==> src/design/mtes_pkg.sv <==
`timescale 1ns / 1ps

package mtes_pkg;

  localparam int CHANNELS      = 12;
  localparam int RECORD_LENGTH = 1024;

  localparam int HEIGHT_W = 16;
  localparam int PEAK_W   = 15;
  localparam int POS_W    = 10;
  localparam int CNT_W    = 4;
  localparam int NSQ_W    = 2 * CNT_W;
  localparam int SUM_W    = 14;
  localparam int SQSUM_W  = 24;
  localparam int MULT_W   = 3;
  localparam int LIMIT_W  = 12;
  localparam int PROD_W   = CNT_W + SQSUM_W;
  localparam int LIMPROD_W = LIMIT_W + NSQ_W;
  localparam int CFG_IDX_W = 2;
  localparam int CFG_DATA_W = 12;

  localparam logic [CNT_W-1:0]   MIN_HITS_RST     = CNT_W'(3);
  localparam logic [MULT_W-1:0]  PE_MULTIPLE_RST  = MULT_W'(2);
  localparam logic [LIMIT_W-1:0] SPREAD_LIMIT_RST = LIMIT_W'(25);

  typedef enum logic [CFG_IDX_W-1:0] {
    CFG_MIN_HITS     = 2'd0,
    CFG_PE_MULTIPLE  = 2'd1,
    CFG_SPREAD_LIMIT = 2'd2
  } cfg_index_t;

  typedef enum logic [1:0] {
    VERDICT_REJECT = 2'd0,
    VERDICT_GOOD   = 2'd1,
    VERDICT_BAD    = 2'd2
  } verdict_t;

  typedef struct packed {
    logic signed [HEIGHT_W-1:0] pulse_height;
    logic [PEAK_W-1:0]          one_pe_peak;
    logic [POS_W-1:0]           peak_position;
    logic                       last_channel;
  } in_t;

  typedef struct packed {
    verdict_t         verdict;
    logic [CNT_W-1:0] hit_count;
  } out_t;

  typedef struct packed {
    logic [CNT_W-1:0]   hits;
    logic [CNT_W-1:0]   n;
    logic [NSQ_W-1:0]   n_sq;
    logic [SUM_W-1:0]   s1;
    logic [SQSUM_W-1:0] s2;
  } event_t;

endpackage

==> src/design/mtes_accum.sv <==
`timescale 1ns / 1ps

module mtes_accum (
  input  logic                              clk,
  input  logic                              rst_n,
  input  logic                              accept,
  input  mtes_pkg::in_t                     item,
  input  logic [mtes_pkg::MULT_W-1:0]       pe_multiple,
  output mtes_pkg::event_t                  totals
);

  localparam int THR_W = mtes_pkg::MULT_W + mtes_pkg::PEAK_W;

  logic [mtes_pkg::CNT_W-1:0]   hits_r, hits_nxt;
  logic [mtes_pkg::CNT_W-1:0]   count_r, count_nxt;
  logic [mtes_pkg::SUM_W-1:0]   sum_r, sum_nxt;
  logic [mtes_pkg::SQSUM_W-1:0] sq_sum_r, sq_sum_nxt;

  logic [THR_W-1:0]             threshold;
  logic                         hit;
  logic                         take;
  logic [mtes_pkg::POS_W-1:0]   pos;
  logic [2*mtes_pkg::POS_W-1:0] pos_sq;
  logic [mtes_pkg::CNT_W-1:0]   hits_upd, count_upd;
  logic [mtes_pkg::SUM_W-1:0]   sum_upd;
  logic [mtes_pkg::SQSUM_W-1:0] sq_sum_upd;

  always_comb begin
    threshold = THR_W'(pe_multiple) * THR_W'(item.one_pe_peak);
    hit = $signed({{(THR_W + 1 - mtes_pkg::HEIGHT_W){item.pulse_height[mtes_pkg::HEIGHT_W-1]}},
                   item.pulse_height}) > $signed({1'b0, threshold});
    take = count_r < mtes_pkg::CNT_W'(mtes_pkg::CHANNELS);
    // clamp positions past the record end
    if (int'(item.peak_position) >= mtes_pkg::RECORD_LENGTH) begin
      pos = mtes_pkg::POS_W'(mtes_pkg::RECORD_LENGTH - 1);
    end else begin
      pos = item.peak_position;
    end
    pos_sq = (2*mtes_pkg::POS_W)'(pos) * (2*mtes_pkg::POS_W)'(pos);

    hits_upd   = hits_r;
    count_upd  = count_r;
    sum_upd    = sum_r;
    sq_sum_upd = sq_sum_r;
    if (take) begin
      if (hit) begin
        hits_upd = hits_r + mtes_pkg::CNT_W'(1);
      end
      count_upd  = count_r + mtes_pkg::CNT_W'(1);
      sum_upd    = sum_r + mtes_pkg::SUM_W'(pos);
      sq_sum_upd = sq_sum_r + mtes_pkg::SQSUM_W'(pos_sq);
    end

    totals.hits = hits_upd;
    totals.n    = count_upd;
    totals.n_sq = mtes_pkg::NSQ_W'(count_upd) * mtes_pkg::NSQ_W'(count_upd);
    totals.s1   = sum_upd;
    totals.s2   = sq_sum_upd;
  end

  always_comb begin
    hits_nxt   = hits_r;
    count_nxt  = count_r;
    sum_nxt    = sum_r;
    sq_sum_nxt = sq_sum_r;
    if (accept) begin
      if (item.last_channel) begin
        hits_nxt   = '0;
        count_nxt  = '0;
        sum_nxt    = '0;
        sq_sum_nxt = '0;
      end else begin
        hits_nxt   = hits_upd;
        count_nxt  = count_upd;
        sum_nxt    = sum_upd;
        sq_sum_nxt = sq_sum_upd;
      end
    end
  end

  always_ff @(posedge clk) begin
    if (!rst_n) begin
      hits_r   <= '0;
      count_r  <= '0;
      sum_r    <= '0;
      sq_sum_r <= '0;
    end else begin
      hits_r   <= hits_nxt;
      count_r  <= count_nxt;
      sum_r    <= sum_nxt;
      sq_sum_r <= sq_sum_nxt;
    end
  end

`ifndef SYNTHESIS
  a_clear_on_last: assert property (@(posedge clk) disable iff (!rst_n)
    accept && item.last_channel |=> count_r == '0 && hits_r == '0 && sum_r == '0)
    else $error("accumulators not cleared after last channel");

  a_count_bounded: assert property (@(posedge clk) disable iff (!rst_n)
    count_r <= mtes_pkg::CNT_W'(mtes_pkg::CHANNELS) && hits_r <= count_r)
    else $error("channel or hit count out of range");

  a_stall_holds: assert property (@(posedge clk) disable iff (!rst_n)
    !accept |=> $stable(count_r) && $stable(sq_sum_r))
    else $error("accumulator moved without a transfer");
`endif

endmodule

==> src/design/multiplicity_timing_event_select.sv <==
`timescale 1ns / 1ps

// Event qualifier: takes one channel per cycle while the input is not stalled, counts
// channels above pe_multiple times their single-photoelectron peak and accumulates
// peak-position sums, and on each last-channel transfer issues one verdict (rejected,
// good or bad timing) with the hit count. A channel enters whenever the input is not
// stalled; the verdict of an event moves through the variance pipeline (event capture
// register, product register, then subtract and compare into the output register)
// before it can transfer out. Stall reaches the input only when those three registers
// all hold pending verdicts and the output is stalled.

module multiplicity_timing_event_select (
  input  logic                                clk,
  input  logic                                rst_n,
  input  logic                                in_valid,
  output logic                                in_stall,
  input  mtes_pkg::in_t                       in_data,
  output logic                                out_valid,
  input  logic                                out_stall,
  output mtes_pkg::out_t                      out_data,
  input  logic                                cfg_we,
  input  logic [mtes_pkg::CFG_IDX_W-1:0]      cfg_index,
  input  logic [mtes_pkg::CFG_DATA_W-1:0]     cfg_wdata
);

  logic [mtes_pkg::CNT_W-1:0]   min_hits_r;
  logic [mtes_pkg::MULT_W-1:0]  pe_multiple_r;
  logic [mtes_pkg::LIMIT_W-1:0] spread_limit_r;

  logic                         accept;
  logic                         ready_b, ready_c, ready_out;
  mtes_pkg::event_t             totals;

  logic                         valid_b_r, valid_b_nxt;
  mtes_pkg::event_t             ev_b_r;

  logic                         valid_c_r, valid_c_nxt;
  logic [mtes_pkg::PROD_W-1:0]  a_c_r, b_c_r;
  logic [mtes_pkg::LIMPROD_W-1:0] lim_c_r;
  logic                         rej_c_r;
  logic [mtes_pkg::CNT_W-1:0]   hits_c_r;

  logic                         out_valid_r, out_valid_nxt;
  mtes_pkg::out_t               out_data_r;

  logic [mtes_pkg::PROD_W-1:0]  diff;
  logic [mtes_pkg::PROD_W+1:0]  spread;
  mtes_pkg::verdict_t           verdict;

  always_ff @(posedge clk) begin
    if (!rst_n) begin
      min_hits_r     <= mtes_pkg::MIN_HITS_RST;
      pe_multiple_r  <= mtes_pkg::PE_MULTIPLE_RST;
      spread_limit_r <= mtes_pkg::SPREAD_LIMIT_RST;
    end else if (cfg_we) begin
      unique case (mtes_pkg::cfg_index_t'(cfg_index))
        mtes_pkg::CFG_MIN_HITS:     min_hits_r     <= cfg_wdata[mtes_pkg::CNT_W-1:0];
        mtes_pkg::CFG_PE_MULTIPLE:  pe_multiple_r  <= cfg_wdata[mtes_pkg::MULT_W-1:0];
        mtes_pkg::CFG_SPREAD_LIMIT: spread_limit_r <= cfg_wdata[mtes_pkg::LIMIT_W-1:0];
        default: ;
      endcase
    end
  end

  assign ready_out = !out_valid_r || !out_stall;
  assign ready_c   = !valid_c_r || ready_out;
  assign ready_b   = !valid_b_r || ready_c;
  assign in_stall  = !ready_b;
  assign accept    = in_valid && ready_b;

  mtes_accum u_accum (
    .clk         (clk),
    .rst_n       (rst_n),
    .accept      (accept),
    .item        (in_data),
    .pe_multiple (pe_multiple_r),
    .totals      (totals)
  );

  always_comb begin
    valid_b_nxt = valid_b_r;
    if (ready_b) begin
      valid_b_nxt = accept && in_data.last_channel;
    end
    valid_c_nxt = valid_c_r;
    if (ready_c) begin
      valid_c_nxt = valid_b_r;
    end
    out_valid_nxt = out_valid_r;
    if (ready_out) begin
      out_valid_nxt = valid_c_r;
    end
  end

  always_comb begin
    diff   = (a_c_r > b_c_r) ? a_c_r - b_c_r : '0;
    spread = {diff, 2'b00};
    if (rej_c_r) begin
      verdict = mtes_pkg::VERDICT_REJECT;
    end else if (spread < (mtes_pkg::PROD_W + 2)'(lim_c_r)) begin
      verdict = mtes_pkg::VERDICT_GOOD;
    end else begin
      verdict = mtes_pkg::VERDICT_BAD;
    end
  end

  always_ff @(posedge clk) begin
    if (!rst_n) begin
      valid_b_r   <= 1'b0;
      valid_c_r   <= 1'b0;
      out_valid_r <= 1'b0;
    end else begin
      valid_b_r   <= valid_b_nxt;
      valid_c_r   <= valid_c_nxt;
      out_valid_r <= out_valid_nxt;
    end
  end

  always_ff @(posedge clk) begin
    if (ready_b && accept && in_data.last_channel) begin
      ev_b_r <= totals;
    end
    if (ready_c && valid_b_r) begin
      a_c_r    <= mtes_pkg::PROD_W'(ev_b_r.n) * mtes_pkg::PROD_W'(ev_b_r.s2);
      b_c_r    <= mtes_pkg::PROD_W'(ev_b_r.s1) * mtes_pkg::PROD_W'(ev_b_r.s1);
      lim_c_r  <= mtes_pkg::LIMPROD_W'(spread_limit_r) * mtes_pkg::LIMPROD_W'(ev_b_r.n_sq);
      rej_c_r  <= ev_b_r.hits < min_hits_r;
      hits_c_r <= ev_b_r.hits;
    end
    if (ready_out && valid_c_r) begin
      out_data_r.verdict   <= verdict;
      out_data_r.hit_count <= hits_c_r;
    end
  end

  assign out_valid = out_valid_r;
  assign out_data  = out_data_r;

`ifndef SYNTHESIS
  a_non_last_no_result: assert property (@(posedge clk) disable iff (!rst_n)
    in_valid && !in_stall && !in_data.last_channel |=> !valid_b_r)
    else $error("non-last channel entered the verdict pipeline");

  a_reject_rule: assert property (@(posedge clk) disable iff (!rst_n)
    out_valid_r |-> ((out_data_r.verdict == mtes_pkg::VERDICT_REJECT) ==
                     (out_data_r.hit_count < min_hits_r)))
    else $error("verdict disagrees with multiplicity");

  a_stall_only_full: assert property (@(posedge clk) disable iff (!rst_n)
    in_stall |-> valid_b_r && valid_c_r && out_valid_r)
    else $error("input stalled with room in the pipeline");
`endif

endmodule
==> config.mk <==
export PLATFORM = sky130hd
export DESIGN_NAME = multiplicity_timing_event_select
export DESIGN_NICKNAME = d
export VERILOG_FILES = /design/src/design/mtes_pkg.sv /design/src/design/mtes_accum.sv /design/src/design/multiplicity_timing_event_select.sv
export SDC_FILE = /design/constraint.sdc
export NUM_CORES = 1
export LEC_CHECK = 0
export BUFFER_PORTS_ARGS = -buffer_cell sky130_fd_sc_hd__clkbuf_2
export CAP_MARGIN = 20
export CORE_MARGIN = 8
export CORE_UTILIZATION = 50
export CTS_CLUSTER_DIAMETER = 60
export DETAILED_ROUTE_END_ITERATION = 12
export PLACE_DENSITY = 0.66
export REMOVE_ABC_BUFFERS = 1
export SETUP_SLACK_MARGIN = 0.3
export SLEW_MARGIN = 20
export SYNTH_ARGS = -nofsm -noshare
export SYNTH_HDL_FRONTEND = slang
export SYNTH_HIERARCHICAL = 1
export SYNTH_SLANG_ARGS = --single-unit
==> constraint.sdc <==
create_clock -name clk -period 9.2 [get_ports clk]
set_clock_uncertainty 0.15 [all_clocks]
set_input_delay 1.38 -clock clk [delete_from_list [all_inputs] [get_ports clk]]
set_output_delay 1.38 -clock clk [all_outputs]
set_load 0.02 [all_outputs]
==> results.toml, run 1 <==
[synthesis]
yosysWarnings = 6
synth_top_flop_cell = "sky130_fd_sc_hd__edfxtp_1"
synth-async-reset-ratio_pct = 0
synth-seq-cells = 208
netlist_instances = 2972
ys_types = 83
post_synth_instance_area_um2 = 26800
synth_edf_count = 140
syn_avg_cell_area_um2 = 9.01
synth.yosys.seq_area_share_pct = 20.8

[drt]
antenna_violating_nets_post_route = 0
route.vias.total = 20000
via_per_inst = 5.39
route.detailed.wl_per_inst_um = 15.8
wire_length_reported_by_the_detailed_router_um = 58500
number_of_drc_markers_in_iteration_0 = 961
remaining_drc_errors = 0
drt_first_pass_iters = 5

[pwr]
power.switching_fraction_pct = 46.4
power.share.sequential_pct = 18.4
pwr-share-clk_pct = 13.4
powerDensity_nw_per_um2 = 291
p_sw_mw = 3.87
pwr-share-comb_pct = 68.2
power.leakage_nw = 14.2
internal_power_mw = 4.48
max-vdd-ir-drop_mv = 0.307

[finish]
filler_cell_count = 4948
antenna_cells = 0
finish.cell_count_without_fillers = 3707
layout_common_cells = "540 x sky130_fd_sc_hd__inv_1, 351 x sky130_fd_sc_hd__nand2_1, 319 x sky130_fd_sc_hd__ha_1, 301 x sky130_fd_sc_hd__fa_1, 161 x sky130_fd_sc_hd__nor2_1"
layout-drive-gt1-share_pct = 5.28
layout.cells.most_common = "sky130_fd_sc_hd__inv_1"
multiInputGateArea_um2 = 18800
finish.net_count = 3670
area_delta_synth_final_pct = 7.05
post-route-util_pct = 53.7
regArea_um2 = 5570

[timing]
finalSetupViolCount = 0
worst-slew-pin-transition_ps = 1000
timing_max_transition_violations_final = 0
max_clock_freq_ghz = 0.140
final_hold_violations = 0
hold_slack_ps = 270
finalWorstPathRequiredPeriod_ps = 7130
grt_setup_unrepaired = "false"
fin_tns_setup_ps = 0
setup_slack_ps = 2070
max-slew-margin-rel_pct = 33.1
timing.final.crit_share_pct = 77.6

[setup_path]
timing.reg2reg.worst_path_depth = 23
data_arrival_time_of_the_critical_path_ps = 7280
critPathMaxFanout = 14
start_kind = "flop"
cp_data_required_time_ps = 9350
critical_path.endpoint_type = "flop"
path_class = "flop to flop"

[floorplan]
die-area_um2 = 61200
dieHeight_um = 247
num_rows = 85
design.core.area_um2 = 53400
floorplan.initialDensity_pct = 50.2
pin_count = 69
dieWidth_um = 247

[global_routing]
antenna_violations_before_repair = 0
grt_first_pass_wirelength_um = 100000
grt_overflow = 0
largest_net_degree_at_the_start_of_global_routing = 81
via_count_of_the_first_global_routing_pass = 21000
global_route.usage.total_pct = 19.5

[placement]
preCtsSetupSlack_ps = 1970
routabilityCongestion = 0.864
place_hpwl_um = 48100
numPlacedInstances = 3655
port_buffers = 68

[clocking]
path_clk_slew_ps = 60
tritoncts = "built"
clock_sinks = 208
cts_repair_resizes = 0
clock_buffer_depth = 3
clock_tree.root_cell = "sky130_fd_sc_hd__clkbuf_16"
cts_max_level = 1
tritoncts.num_buffers = 28
clkLatencyLatePin_ps = 560
postCtsHoldBufs = 0
post_cts_buffers = 0

[flow_run]
max_cap_viol_count = 0

[worst_hold_path]
hold_path.class = "flop to flop"
timing.hold.worst_path_depth = 0

[outcome]
run_status = "complete, no violations"
==> critical path: stages (launching register included) <==
cell and delay, ps:
sky130_fd_sc_hd__edfxtp_1 730, sky130_fd_sc_hd__inv_1 240, sky130_fd_sc_hd__nor2_1 270, sky130_fd_sc_hd__ha_1 300
sky130_fd_sc_hd__xnor2_1 150, sky130_fd_sc_hd__fa_1 510, sky130_fd_sc_hd__inv_1 60, sky130_fd_sc_hd__fa_1 520
sky130_fd_sc_hd__inv_1 50, sky130_fd_sc_hd__fa_1 450, sky130_fd_sc_hd__fa_1 490, sky130_fd_sc_hd__inv_1 50
sky130_fd_sc_hd__fa_1 500, sky130_fd_sc_hd__inv_1 40, sky130_fd_sc_hd__ha_1 320, sky130_fd_sc_hd__and3_1 240
sky130_fd_sc_hd__a221oi_1 300, sky130_fd_sc_hd__a21boi_1 330, sky130_fd_sc_hd__a21oi_1 150, sky130_fd_sc_hd__o311a_1 420
sky130_fd_sc_hd__o21a_1 200, sky130_fd_sc_hd__o21ai_1 170, sky130_fd_sc_hd__nand2b_1 100, sky130_fd_sc_hd__xor2_1 140
==> flip-flops by register name (all words and copies together), names as in the netlist <==
signal            count
a_c_r                28
valid_b_r             1
lim_c_r              20
b_c_r                27
pe_multiple_r         3
u_accum/sq_sum_r     24
out_data              6
u_accum/hits_r        4
spread_limit_r       12
out_valid             1
min_hits_r            4
u_accum/count_r       4
ev_b_r               54
hits_c_r              4
valid_c_r             1
u_accum/sum_r        14
rej_c_r               1
==> worst paths after layout <==
path                                             from                    end  slack (ps)
worst min register to register  hits_c_r[0]$_DFFE_PP_  out_data[0]$_DFFE_PP_         270
worst max register to register   ev_b_r[29]$_DFFE_PP_    b_c_r[25]$_DFFE_PP_        2070
worst max-delay path             ev_b_r[29]$_DFFE_PP_    b_c_r[25]$_DFFE_PP_        2070
worst min-delay path            hits_c_r[0]$_DFFE_PP_  out_data[0]$_DFFE_PP_         270
==> logic make-up after synthesis <==
family | synth area share [%]
buffers and inverters | 8.92
other | 0.0140
flip-flops | 20.8
AND/OR/NAND/NOR | 15.6
adder cells (fa/ha/maj) | 37.4
XOR/XNOR | 4.22
multiplexers | 0.575
AO/OA/AOI/OAI | 12.5
==> power groups by stage <==
stage / clock [mW] / sequential, mW / combinational (mW)
2_1_floorplan: 0 / 1.50 / 4.43
3_3_place_gp: 0 / 1.55 / 5.56
3_5_place_dp: 0 / 1.56 / 5.69
4_1_cts: 1.14 / 1.54 / 5.74
5_1_grt: 1.18 / 1.56 / 6.47
6_report: 1.12 / 1.54 / 5.70
==> cell usage after synthesis, types with 7 or more instances <==
| master | count | share of area, % |
|---|---|---|
| sky130_fd_sc_hd__nor4_1 | 7 | 0.16 |
| sky130_fd_sc_hd__nand2b_1 | 19 | 0.44 |
| sky130_fd_sc_hd__and2_1 | 152 | 3.6 |
| sky130_fd_sc_hd__ha_1 | 319 | 15 |
| sky130_fd_sc_hd__or3_1 | 14 | 0.33 |
| sky130_fd_sc_hd__and3_1 | 21 | 0.49 |
| sky130_fd_sc_hd__mux2i_1 | 12 | 0.45 |
| sky130_fd_sc_hd__nand3b_1 | 7 | 0.20 |
| sky130_fd_sc_hd__o211ai_1 | 19 | 0.53 |
| sky130_fd_sc_hd__or2_2 | 8 | 0.19 |
| sky130_fd_sc_hd__a21boi_0 | 14 | 0.39 |
| sky130_fd_sc_hd__nor3_1 | 35 | 0.65 |
| sky130_fd_sc_hd__inv_1 | 540 | 7.6 |
| sky130_fd_sc_hd__a21o_1 | 50 | 1.4 |
| sky130_fd_sc_hd__o21ai_0 | 73 | 1.4 |
| sky130_fd_sc_hd__edfxtp_1 | 140 | 16 |
| sky130_fd_sc_hd__nor2_1 | 162 | 2.3 |
| sky130_fd_sc_hd__o2111ai_1 | 7 | 0.23 |
| sky130_fd_sc_hd__xor2_1 | 33 | 1.1 |
| sky130_fd_sc_hd__nor2b_1 | 22 | 0.51 |
| sky130_fd_sc_hd__nand2_1 | 351 | 4.9 |
| sky130_fd_sc_hd__clkbuf_1 | 81 | 1.1 |
| sky130_fd_sc_hd__o21a_1 | 28 | 0.78 |
| sky130_fd_sc_hd__fa_1 | 301 | 22 |
| sky130_fd_sc_hd__nand4_1 | 18 | 0.42 |
| sky130_fd_sc_hd__o31ai_1 | 13 | 0.36 |
| sky130_fd_sc_hd__xnor2_1 | 96 | 3.1 |
| sky130_fd_sc_hd__o21bai_1 | 14 | 0.39 |
| sky130_fd_sc_hd__dfxtp_1 | 68 | 5.1 |
| sky130_fd_sc_hd__nand3_1 | 45 | 0.84 |
| sky130_fd_sc_hd__a211oi_1 | 28 | 0.78 |
| sky130_fd_sc_hd__a21oi_1 | 120 | 2.2 |
| sky130_fd_sc_hd__a22oi_1 | 22 | 0.62 |
| sky130_fd_sc_hd__a31oi_1 | 11 | 0.26 |
==> routing by layer <==
layer	part of all wire (%)	wire, µm	vias to the layer above	track usage, %
met2	50	29000	288	34.9
met1	46	26900	9820	25.7
met4	1.6	963	0	4.13
li1	-	-	9813	-
met5	0	0	-	0
met3	2.8	1620	68	1.33
==> per-stage QoR <==
stage               instance area [µm²]  power [mW]
floorplan                         26400        5.93
global placement                  27700        7.11
detailed placement                27700        7.25
CTS                               28700        8.42
global route                      28700        9.21
finish                            28700        8.35
==> area by class of cell <==
class	instances	share of cell area [%]
Sequential cell	208	19.4
Timing Repair Buffer	76	1.40
Multi-Input combinational cell	2135	65.7
Clock inverter	20	0.816
Tap cell	696	3.04
Inverter	540	7.07
Clock buffer	32	2.57
(Power assumes the default switching activity.)
==> inputs of run 2 (changes only) <==
==> constraint.sdc (replaced) <==
create_clock -name clk -period 7.07 [get_ports clk]
set_clock_uncertainty 0.15 [all_clocks]
set_input_delay 1.0605 -clock clk [delete_from_list [all_inputs] [get_ports clk]]
set_output_delay 1.0605 -clock clk [all_outputs]
set_load 0.02 [all_outputs]
==> run 2 against run 1 <==
  * Final area increased by 0.82%
  * Worst hold slack gained 1.1 ps
  * Critical path depth stayed put
  * Utilization is 0.44 points higher
  * First-iteration DRC count rose by 15%
  * Setup slack got worse by 1400 ps
  * Total power increased by 31%
  * Sequential power rose by 29%
  * Critical endpoint is now b_c_r[27]$_DFFE_PP_
==> results.toml, run 2 (synthesis results as in run 1) <==
[outcome]
run_status = "complete, no violations"

[clocking]
clkLatencyLatePin_ps = 560
tritoncts.num_buffers = 30
clock_buffer_depth = 3
path_clk_slew_ps = 60
tritoncts = "built"
clock_sinks = 208
cts_max_level = 1
postCtsHoldBufs = 0
clock_tree.root_cell = "sky130_fd_sc_hd__clkbuf_16"

[placement]
port_buffers = 68
placement.cell_area_um2 = 27800
routabilityCongestion = 0.891
numPlacedInstances = 3668
place_hpwl_um = 48000
preCtsSetupSlack_ps = 292

[floorplan]
dieWidth_um = 247
dieHeight_um = 247
floorplan.initialDensity_pct = 50.2
design.core.area_um2 = 53400
die-area_um2 = 61200
pin_count = 69
num_rows = 85

[drt]
remaining_drc_errors = 0
route.vias.total = 20200
via_per_inst = 5.41
number_of_drc_markers_in_iteration_0 = 1102
drt_first_pass_iters = 5
wire_length_reported_by_the_detailed_router_um = 58900
route.detailed.wl_per_inst_um = 15.8
antenna_violating_nets_post_route = 0

[finish]
top_register = "ev_b_r"
layout_common_cells = "540 x sky130_fd_sc_hd__inv_1, 351 x sky130_fd_sc_hd__nand2_1, 319 x sky130_fd_sc_hd__ha_1, 301 x sky130_fd_sc_hd__fa_1, 161 x sky130_fd_sc_hd__nor2_1"
design_area_um2 = 28900
layout.cells.most_common = "sky130_fd_sc_hd__inv_1"
layout-drive-gt1-share_pct = 6.12
antenna_cells = 0
finish.cell_count_without_fillers = 3735
finish.net_count = 3696
largest_register_ffs = 54
area_delta_synth_final_pct = 7.93
post-route-util_pct = 54.1
reg.largest.list = "ev_b_r: 54 flops, a_c_r: 28 flops, b_c_r: 27 flops"

[pwr]
power_mw = 10.9
power.leakage_nw = 14.3
max-vdd-ir-drop_mv = 0.383
powerDensity_nw_per_um2 = 378

[setup_path]
critical_path.endpoint_type = "flop"
data_arrival_time_of_the_critical_path_ps = 6590
cp_data_required_time_ps = 7220
start_kind = "flop"
critPathMaxFanout = 6
path_class = "flop to flop"

[timing]
finalSetupViolCount = 0
worst-slew-pin-transition_ps = 1030
final_hold_violations = 0
fin_tns_setup_ps = 0
grt_setup_unrepaired = "false"
max-slew-margin-rel_pct = 31.1
hold_slack_ps = 271
timing_max_transition_violations_final = 0
timing.final.crit_share_pct = 91.1
finalWorstPathRequiredPeriod_ps = 6440
max_clock_freq_ghz = 0.155
setup_slack_ps = 631

[worst_hold_path]
hold_path.class = "flop to flop"

[global_routing]
via_count_of_the_first_global_routing_pass = 21000
grt_first_pass_wirelength_um = 99600
largest_net_degree_at_the_start_of_global_routing = 81
global_route.usage.total_pct = 19.5
antenna_violations_before_repair = 0
grt_overflow = 0

[flow_run]
max_cap_viol_count = 0
run 2: final timing paths:
kind,start,slack [ps],cells past startpoint,end
hold reg to reg,hits_c_r[2]$_DFFE_PP_,270,0,out_data[2]$_DFFE_PP_
setup / recovery,ev_b_r[31]$_DFFE_PP_,630,23,b_c_r[27]$_DFFE_PP_
hold / removal,hits_c_r[2]$_DFFE_PP_,270,0,out_data[2]$_DFFE_PP_
setup reg to reg,ev_b_r[31]$_DFFE_PP_,630,23,b_c_r[27]$_DFFE_PP_
run 2: area by class of cell:
type,count,area [µm²]
Clock inverter,19,191
Tap cell,696,871
Fill cell,4845,24500
Multi-Input combinational cell,2135,18900
Inverter,540,2030
Timing Repair Buffer,100,584
Sequential cell,208,5570
Clock buffer,37,818
run 2: power breakdown:
part | internal (mW) | switching, mW
registers | 1.83 | 0.154
logic | 3.16 | 4.29
clock network | 0.908 | 0.583
total | 5.90 | 5.03
run 2: per-layer routing:
metal | up-vias | routed length, µm | GRT usage (%) | part of all wire (%)
met1 | 9870 | 26400 | 25.5 | 45
met4 | 0 | 1060 | 4.28 | 1.8
met5 | - | 0 | 0 | 0
met3 | 72 | 2450 | 1.92 | 4.2
li1 | 9873 | - | - | -
met2 | 408 | 29000 | 34.7 | 49
run 2: worst max-delay path, stage by stage (launching register included):
cell and delay, ps:
sky130_fd_sc_hd__edfxtp_1 420, sky130_fd_sc_hd__buf_4 180, sky130_fd_sc_hd__nand2_1 100, sky130_fd_sc_hd__inv_1 70, sky130_fd_sc_hd__fa_1 530, sky130_fd_sc_hd__inv_1 50, sky130_fd_sc_hd__fa_1 490, sky130_fd_sc_hd__inv_1 50
sky130_fd_sc_hd__fa_1 490, sky130_fd_sc_hd__fa_1 460, sky130_fd_sc_hd__fa_1 510, sky130_fd_sc_hd__inv_1 50, sky130_fd_sc_hd__fa_1 490, sky130_fd_sc_hd__inv_1 40, sky130_fd_sc_hd__ha_1 320, sky130_fd_sc_hd__and3_2 260
sky130_fd_sc_hd__a221oi_2 240, sky130_fd_sc_hd__a21boi_2 230, sky130_fd_sc_hd__a21oi_1 120, sky130_fd_sc_hd__o311a_1 340, sky130_fd_sc_hd__o21a_1 190, sky130_fd_sc_hd__o21ai_1 150, sky130_fd_sc_hd__a21oi_1 100, sky130_fd_sc_hd__xnor2_1 130
run 2: timing repair:
action,in CTS,in global routing
pin swaps,0,1
resized for setup,0,4
buffers inserted,4,7
endpoints found under the setup margin,2,2
